File: config.mk
export PLATFORM = sky130hd
export DESIGN_NAME = srp_recip
export DESIGN_NICKNAME = d
export VERILOG_FILES = /design/src/sv/srp_pkg.sv /design/src/sv/srp_recip.sv
export SDC_FILE = /design/constraint.sdc
export NUM_CORES = 2
export LEC_CHECK = 0
export ABC_AREA = 1
export BUFFER_PORTS_ARGS = -buffer_cell sky130_fd_sc_hd__buf_4
export CAP_MARGIN = 10
export CELL_PAD_IN_SITES_DETAIL_PLACEMENT = 0
export CELL_PAD_IN_SITES_GLOBAL_PLACEMENT = 1
export CORE_MARGIN = 2
export CORE_UTILIZATION = 55
export CTS_CLUSTER_DIAMETER = 50
export CTS_CLUSTER_SIZE = 10
export DETAILED_ROUTE_END_ITERATION = 8
export PLACE_DENSITY = 0.95
export RECOVER_POWER = 100
export REMOVE_ABC_BUFFERS = 1
export SYNTH_ARGS = -nofsm -noshare
export SYNTH_HDL_FRONTEND = slang
export SYNTH_SLANG_ARGS = --single-unit
export TNS_END_PERCENT = 10
File: constraint.sdc
create_clock -name clk -period 9.4 [get_ports clk]
set_clock_uncertainty 0.2 [all_clocks]
set_input_delay 1.88 -clock clk [delete_from_list [all_inputs] [get_ports clk]]
set_output_delay 1.88 -clock clk [all_outputs]
set_load 0.05 [all_outputs]
File: src/sv/srp_pkg.sv
// Shared types, constants and stage numbers of the surround pixel pipeline.
`timescale 1ns / 1ps
package srp_pkg;

	localparam int PIXEL_WIDTH_DEF = 24;
	localparam int FRAC_BITS_DEF   = 16;

	localparam int GAMMA_W   = 15;
	localparam int CFG_IDX_W = 1;
	localparam logic [GAMMA_W-1:0] GAMMA_RESET = 15'd12780;

	typedef enum logic [CFG_IDX_W-1:0] {
		REG_GAMMA   = 1'b0,
		REG_INVERSE = 1'b1
	} cfg_reg_t;

	// Rec.2020 luminance weights, Q16
	localparam int COEF_R = 17216;
	localparam int COEF_G = 44433;
	localparam int COEF_B = 3886;

	localparam int ONE_Q14 = 16384;
	localparam int ONE_Q28 = 1 << 28;
	localparam int ONE_Q30 = 1 << 30;
	localparam int HALF_Q30 = 1 << 29;

	localparam int EW      = 30;     // exponent e, signed Q14
	localparam int KW      = 7;      // integer part of log2, signed
	localparam int FRACL   = 16;     // log2 fraction bits
	localparam int LW      = KW + FRACL;
	localparam int MW      = 31;     // log2 mantissa, Q30 in [1,2)
	localparam int XMW     = 32;     // exp2 mantissa, Q30
	localparam int NCW     = 8;      // clamped power integer part, signed
	localparam int EXP_LN2_K = 45426;

	localparam int DIV_STEPS  = 15;  // two quotient bits per stage
	localparam int LOG_STEPS  = 16;
	localparam int EXP_N      = 8;

	// stage numbers
	localparam int ST_LUM     = 2;
	localparam int ST_NORM    = 4;
	localparam int ST_E       = DIV_STEPS + 1;
	localparam int ST_LOG_OUT = ST_NORM + LOG_STEPS;
	localparam int ST_MUL     = ST_LOG_OUT + 1;
	localparam int ST_SPLIT   = ST_MUL + 1;
	localparam int ST_EXP_OUT = ST_SPLIT + EXP_N + 1;
	localparam int ST_LAST    = ST_EXP_OUT + 3;

	// round(2^30 * 2^(2^-(i+1))) for the top fraction bits
	localparam logic [MW-1:0] EXP_STEPS [EXP_N] = '{
		31'd1518500250, 31'd1276901417, 31'd1170923762, 31'd1121280436,
		31'd1097253708, 31'd1085434107, 31'd1079572136, 31'd1076653033
	};

endpackage

File: src/sv/srp_recip.sv
// Pipelined exponent unit: e = gamma-1 or round(1/gamma)-1 in Q14, two quotient bits a stage.
`timescale 1ns / 1ps
module srp_recip import srp_pkg::*; (
	input  logic                  clk,
	input  logic                  en,
	input  logic [GAMMA_W-1:0]    gamma,
	input  logic                  inverse_mode,
	output logic signed [EW-1:0]  expo
);

	localparam int QW = 2 * DIV_STEPS;

	function automatic logic [GAMMA_W+1:0] div2(input logic [GAMMA_W-1:0] rem,
			input logic [GAMMA_W-1:0] d, input logic [1:0] nb);
		logic [GAMMA_W:0]   r;
		logic [GAMMA_W-1:0] r1;
		logic               q1;
		logic               q0;
		r  = {rem, nb[1]};
		q1 = (r >= {1'b0, d});
		r1 = q1 ? GAMMA_W'(r - {1'b0, d}) : r[GAMMA_W-1:0];
		r  = {r1, nb[0]};
		q0 = (r >= {1'b0, d});
		r1 = q0 ? GAMMA_W'(r - {1'b0, d}) : r[GAMMA_W-1:0];
		return {r1, q1, q0};
	endfunction

	logic [GAMMA_W-1:0] rem_s [1:DIV_STEPS];
	logic [GAMMA_W-1:0] d_s   [1:DIV_STEPS];
	logic [GAMMA_W-1:0] gam_s [1:DIV_STEPS];
	logic               inv_s [1:DIV_STEPS];
	logic [QW-1:0]      num_s [1:DIV_STEPS];
	logic [QW-1:0]      q_s   [1:DIV_STEPS];
	logic [GAMMA_W+1:0] st_c  [1:DIV_STEPS];
	logic signed [EW-1:0] e_s [ST_E:ST_LOG_OUT];

	logic [GAMMA_W-1:0] gg_c;
	logic [QW-1:0]      num_c;

	// a gamma of zero divides as one LSB
	assign gg_c  = (gamma == '0) ? GAMMA_W'(1) : gamma;
	assign num_c = QW'(ONE_Q28) + QW'(gg_c >> 1);
	assign st_c[1] = div2('0, gg_c, num_c[QW-1 -: 2]);

	always_ff @(posedge clk) begin
		if (en) begin
			rem_s[1] <= st_c[1][GAMMA_W+1:2];
			q_s[1]   <= QW'(st_c[1][1:0]);
			num_s[1] <= num_c << 2;
			d_s[1]   <= gg_c;
			inv_s[1] <= inverse_mode;
			gam_s[1] <= gamma;
		end
	end

	for (genvar j = 2; j <= DIV_STEPS; j++) begin : g_div
		assign st_c[j] = div2(rem_s[j-1], d_s[j-1], num_s[j-1][QW-1 -: 2]);
		always_ff @(posedge clk) begin
			if (en) begin
				rem_s[j] <= st_c[j][GAMMA_W+1:2];
				q_s[j]   <= {q_s[j-1][QW-3:0], st_c[j][1:0]};
				num_s[j] <= num_s[j-1] << 2;
				d_s[j]   <= d_s[j-1];
				inv_s[j] <= inv_s[j-1];
				gam_s[j] <= gam_s[j-1];
			end
		end
	end

	always_ff @(posedge clk) begin
		if (en) begin
			e_s[ST_E] <= inv_s[DIV_STEPS] ? EW'(q_s[DIV_STEPS]) - EW'(ONE_Q14)
			                              : EW'(gam_s[DIV_STEPS]) - EW'(ONE_Q14);
		end
	end

	// hold e until the log result catches up
	for (genvar j = ST_E + 1; j <= ST_LOG_OUT; j++) begin : g_dly
		always_ff @(posedge clk) begin
			if (en) begin
				e_s[j] <= e_s[j-1];
			end
		end
	end

	assign expo = e_s[ST_LOG_OUT];

endmodule

==> Yosys cells after proc, flatten, opt, wreduce, memory -nomap -nowiden <==
Memories as Yosys holds them, arrays and structs flattened.
Index checks and enable logic that the tools add are counted.
{ "word_totals": {"elab_cells": 105, "out_inout_bits": 30, "regBits": 0, "mem_count": 7, "ram_bits": 1710} }
{ "mem_list": {"columns": ["name", "depth", "width", "read_ports", "rd_clocked_by_memory_dff", "wr", "line", "source"], "rows": [
  ["q_s", 15, 30, 15, 0, 15, "srp_recip.sv:33", "logic [QW-1:0] q_s [1:DIV_STEPS];"],
  ["num_s", 15, 28, 14, 0, 15, "srp_recip.sv:32", "logic [QW-1:0] num_s [1:DIV_STEPS];"],
  ["d_s", 15, 15, 14, 0, 15, "srp_recip.sv:29", "logic [GAMMA_W-1:0] d_s [1:DIV_STEPS];"],
  ["gam_s", 15, 15, 15, 0, 15, "srp_recip.sv:30", "logic [GAMMA_W-1:0] gam_s [1:DIV_STEPS];"],
  ["rem_s", 15, 15, 14, 0, 15, "srp_recip.sv:28", "logic [GAMMA_W-1:0] rem_s [1:DIV_STEPS];"],
  ["e_s", 5, 30, 5, 0, 5, "srp_recip.sv:35", "logic signed [EW-1:0] e_s [ST_E:ST_LOG_OUT];"],
  ["+1 memories", null, null, null, null, null, null, null]
]} }
{ "classes": {"n_reduce_logical": 1, "n_lt_le_gt_ge": 30, "muxes": 34, "addsub": 33} }
{ "op_table": {"columns": ["op", "count"], "rows": [
  ["15-bit 2-to-1 mux", 31],
  ["16-bit by 15-bit greater-or-equal comparator with 1-bit output", 29],
  ["15-bit subtractor", 29],
  ["29-bit by 14-bit adder with 30-bit output (first input constant)", 1],
  ["30-bit 2-to-1 mux", 1],
  ["30-bit by 15-bit subtractor with 30-bit output (second input constant)", 1],
  ["15-bit by 15-bit subtractor with 16-bit output (second input constant)", 1],
  ["1-bit by 15-bit greater-or-equal comparator with 1-bit output", 1],
  ["15-bit zero test", 1],
  ["1-bit by 15-bit subtractor with 15-bit output", 1],
  ["1-bit 2-to-1 mux", 2]
]} }

==> Longest topological paths before layout <==
{ "logic_depth": {"word_depth": 7, "mapped_depth": 31} }

==> Worst setup path after synthesis <==
Ideal clock, no wire load.
{ "synth_path": {"path_kind": "input -> register", "start": "input gamma[9]", "end": "register, netlist name rem_s[0][19]", "slack_ps": 4415, "n_path_buf": 2, "stages": 22, "required_ps": 8942, "arrival_time_ps": 4527, "setup_ps": 258, "path_cell_list": "clkbuf_1 -> nor4_1 -> inv_1 -> o21ai_2 -> inv_1 -> ha_1 -> inv_1 -> nor2_1 -> nand3_1 -> nor4_1 -> nand2_1 -> inv_1 -> ha_1 -> nand4_1 -> o211ai_1 -> nand3_1 -> nand2_1 -> nand2_1 -> nand2_1 -> buf_4 -> nand3_1 -> nand2_1"} }
{ "synth_lines": {"columns": ["item", "line", "source"], "rows": [
  ["start, declared", "srp_recip.sv:6", "input logic [GAMMA_W-1:0] gamma,"]
]} }

==> metrics <==
outcome complete, but fails checks; violated checks DRC, capacitance limit, slew limit; Worst Setup Start Kind flop; GRT Residual Overflow 0; CTS Root Cell clkbuf_16; Syn Inst Count between 5000 and 6000; cell family with most CP delay simple AND/OR/NAND/NOR gates; Antenna Nets Post-Route 0; TritonRoute pass-1 iters 8; Post-synth EDFFs between 1000 and 1500; HP Class reg2reg; Final setup viols 0; vias around 41000; Syn Area/Cell ~10 um^2; cell area after layout around 64000 um^2; final-report hold violation count 0; CP peak stage delay about 0.9 ns; Post-route DRC 7; Final #Nets approximately 6400; CTS sink count about 1100; Synth cell types 56; Post-Syn Area about 59000 um^2; diode count 0; Slew Viols, Final 149; # rows approximately 120; H-tree Lvls 4; Die X between 300 and 400 um; per-cell routed wire length between 15 and 20 um; slowest cell on the critical path a21oi_1; worst-skew pair later-pin latency 0.75 ns; DP Area about 60000 um^2; Final min period 7.032 ns; hpwl dp between 90000 and 100000 um; DRT iter0 DRCs between 3000 and 4000; first-pass GRT wire length approximately 210000 um; CTS Hold Bufs 0; Critical Path Most Common Cell nand2_1; Post-synth ARST share 0%; crit path DAT 7.28 ns; Die H around 330 um; port bufs 47; fmax roughly 140 MHz; critical path class reg2reg; gpl congestion a little over 0.9; GRT Total Usage approximately 25%; Die Area 109100 um^2; Worst setup EP type flop; Initial Util a little under three fifths; CP cell instances inv_1 -> ha_1 -> nand2_1 -> inv_1 -> nand3_1 -> nor3_1 -> o21bai_2 -> nand2_1 -> clkinvlp_2 -> o21ai_0 -> ha_1 -> a21oi_1 -> o21a_1 -> o21ai_0 -> nand2_1 -> nand2_1 -> nand2_1 -> nand2_1 -> a21oi_1 -> nand2_1 -> nand2_1 -> nand2_1; core area ~110000 um^2; Layout fillers approximately 8400; initial antenna violation count 1; post-CTS setup buffer count 0; number of gates resized after cts 0; TritonCTS clock tree done; TNS Setup 0 ns; period utilisation layout between 70% and 80%; Detailed Route WL 136100 um; DR vias/cell 5.591; sequential fraction of the synthesis area 53.83%; clock tree buffer depth 3; Worst-path clk slew roughly 0.060 ns; largest net degree at the start of global routing between 200 and 250; commonest non-fill, non-tap cell in the layout nand2_1; total of max-cap violations 4; dominant cell type by area after synthesis edfxtp_1; Synth top area share 53.83%; relative slew slack -281.6%; Critical path buffers and inverters 3; synthesis-to-layout area growth 9.377%; num ports 48; layout cells sized above 1 ~5.1%; CP Max Fanout 24; CP Data Required Time between 9 and 10 ns; Inserted Clock Buffers around 140; most frequent cells in the layout 1363 x nand2_1, 1050 x edfxtp_1, 753 x inv_1; unrepaired setup endpoints after global routing no; Slew @ Worst Pin ~5.7 ns; Ys Warns 0; vias in the first global route ~40000; top cells by area, synth edfxtp_1 54%, ha_1 9.2%, nand2_1 8.7%; synthesized flop and latch total between 1000 and 1500; dominant synthesized flop cell edfxtp_1
Yosys cell counts, drive strengths merged, types with 2 or more instances:
cell type     n
and3          4
a21oi       398
buf          88
a21boi       22
o211ai        2
a211oi        2
nand3b       27
o21bai       36
nand2      1383
xnor2        93
or2          52
inv         763
ha          429
fa           21
o21a         50
a21o         34
nand4        63
nor4         17
xor2        184
clkbuf       22
nor2        288
nand3       319
edfxtp     1050
a31oi        12
nor3         72
o21ai       399
o31ai        22
o2111ai      14
routing by layer:
metal | wire, um | part of all wire, % | global-route usage, %
met5 | 18 | 0.013 | 0
met2 | 63330 | 47 | 40.64
met4 | 6119 | 4.5 | 11.56
met3 | 8264 | 6.1 | 4.623
met1 | 58340 | 43 | 32.83
kinds of logic after synthesis:
| kind of cell | count (synthesis) | synth area share, % |
|---|---|---|
| flip-flops | 1050 | 53.83 |
| XOR/XNOR | 277 | 4.142 |
| buffers and inverters | 873 | 6.154 |
| adder cells (fa/ha/maj) | 450 | 9.881 |
| AND/OR/NAND/NOR | 2227 | 16.33 |
| other | 1 | 0.006402 |
| AO/OA/AOI/OAI | 994 | 9.665 |
state kept, by name (all words and copies together), names as in the netlist:
register  flops
d_s         209
e_s         150
gam_s       225
inv_s        15
num_s         1
q_s         240
rem_s       210
worst paths after layout:
kind	start	to	slack, ns	cells after the start
setup / recovery	d_s[1][63]	rem_s[1][85]	2.37	22
hold / removal	q_s[7][12]	q_s[8][14]	0.19	0
setup reg to reg	d_s[1][63]	rem_s[1][85]	2.37	22
hold reg to reg	q_s[7][12]	q_s[8][14]	0.19	0
per-stage QoR:
step                      util [%]  setup slack [ns]  cells  hold WS, ns
after floorplan                  -             4.433   5767       0.2003
after CTS                    61.22             3.663   7418       0.1761
after global routing         60.78             1.753   7418       0.1936
final                        60.78             2.368   7418       0.1853
after global placement       57.01             3.462   7216       0.2003
after detailed placement     57.01             3.399   7216       0.2045
cell type report:
class / count / area, um^2 / area share [%]
multi-input combinational: 3954 / 23190 / 36.19
clock inverter: 50 / 844.6 / 1.318
clock buffer: 152 / 3591 / 5.605
tap: 1391 / 1740 / 2.716
timing repair buffer: 58 / 309.0 / 0.4823
inverter: 763 / 2867 / 4.474
sequential: 1050 / 31530 / 49.21
Power is not shown: default switching activity piles up to over one toggle a cycle in this logic, so the estimate is an artifact.
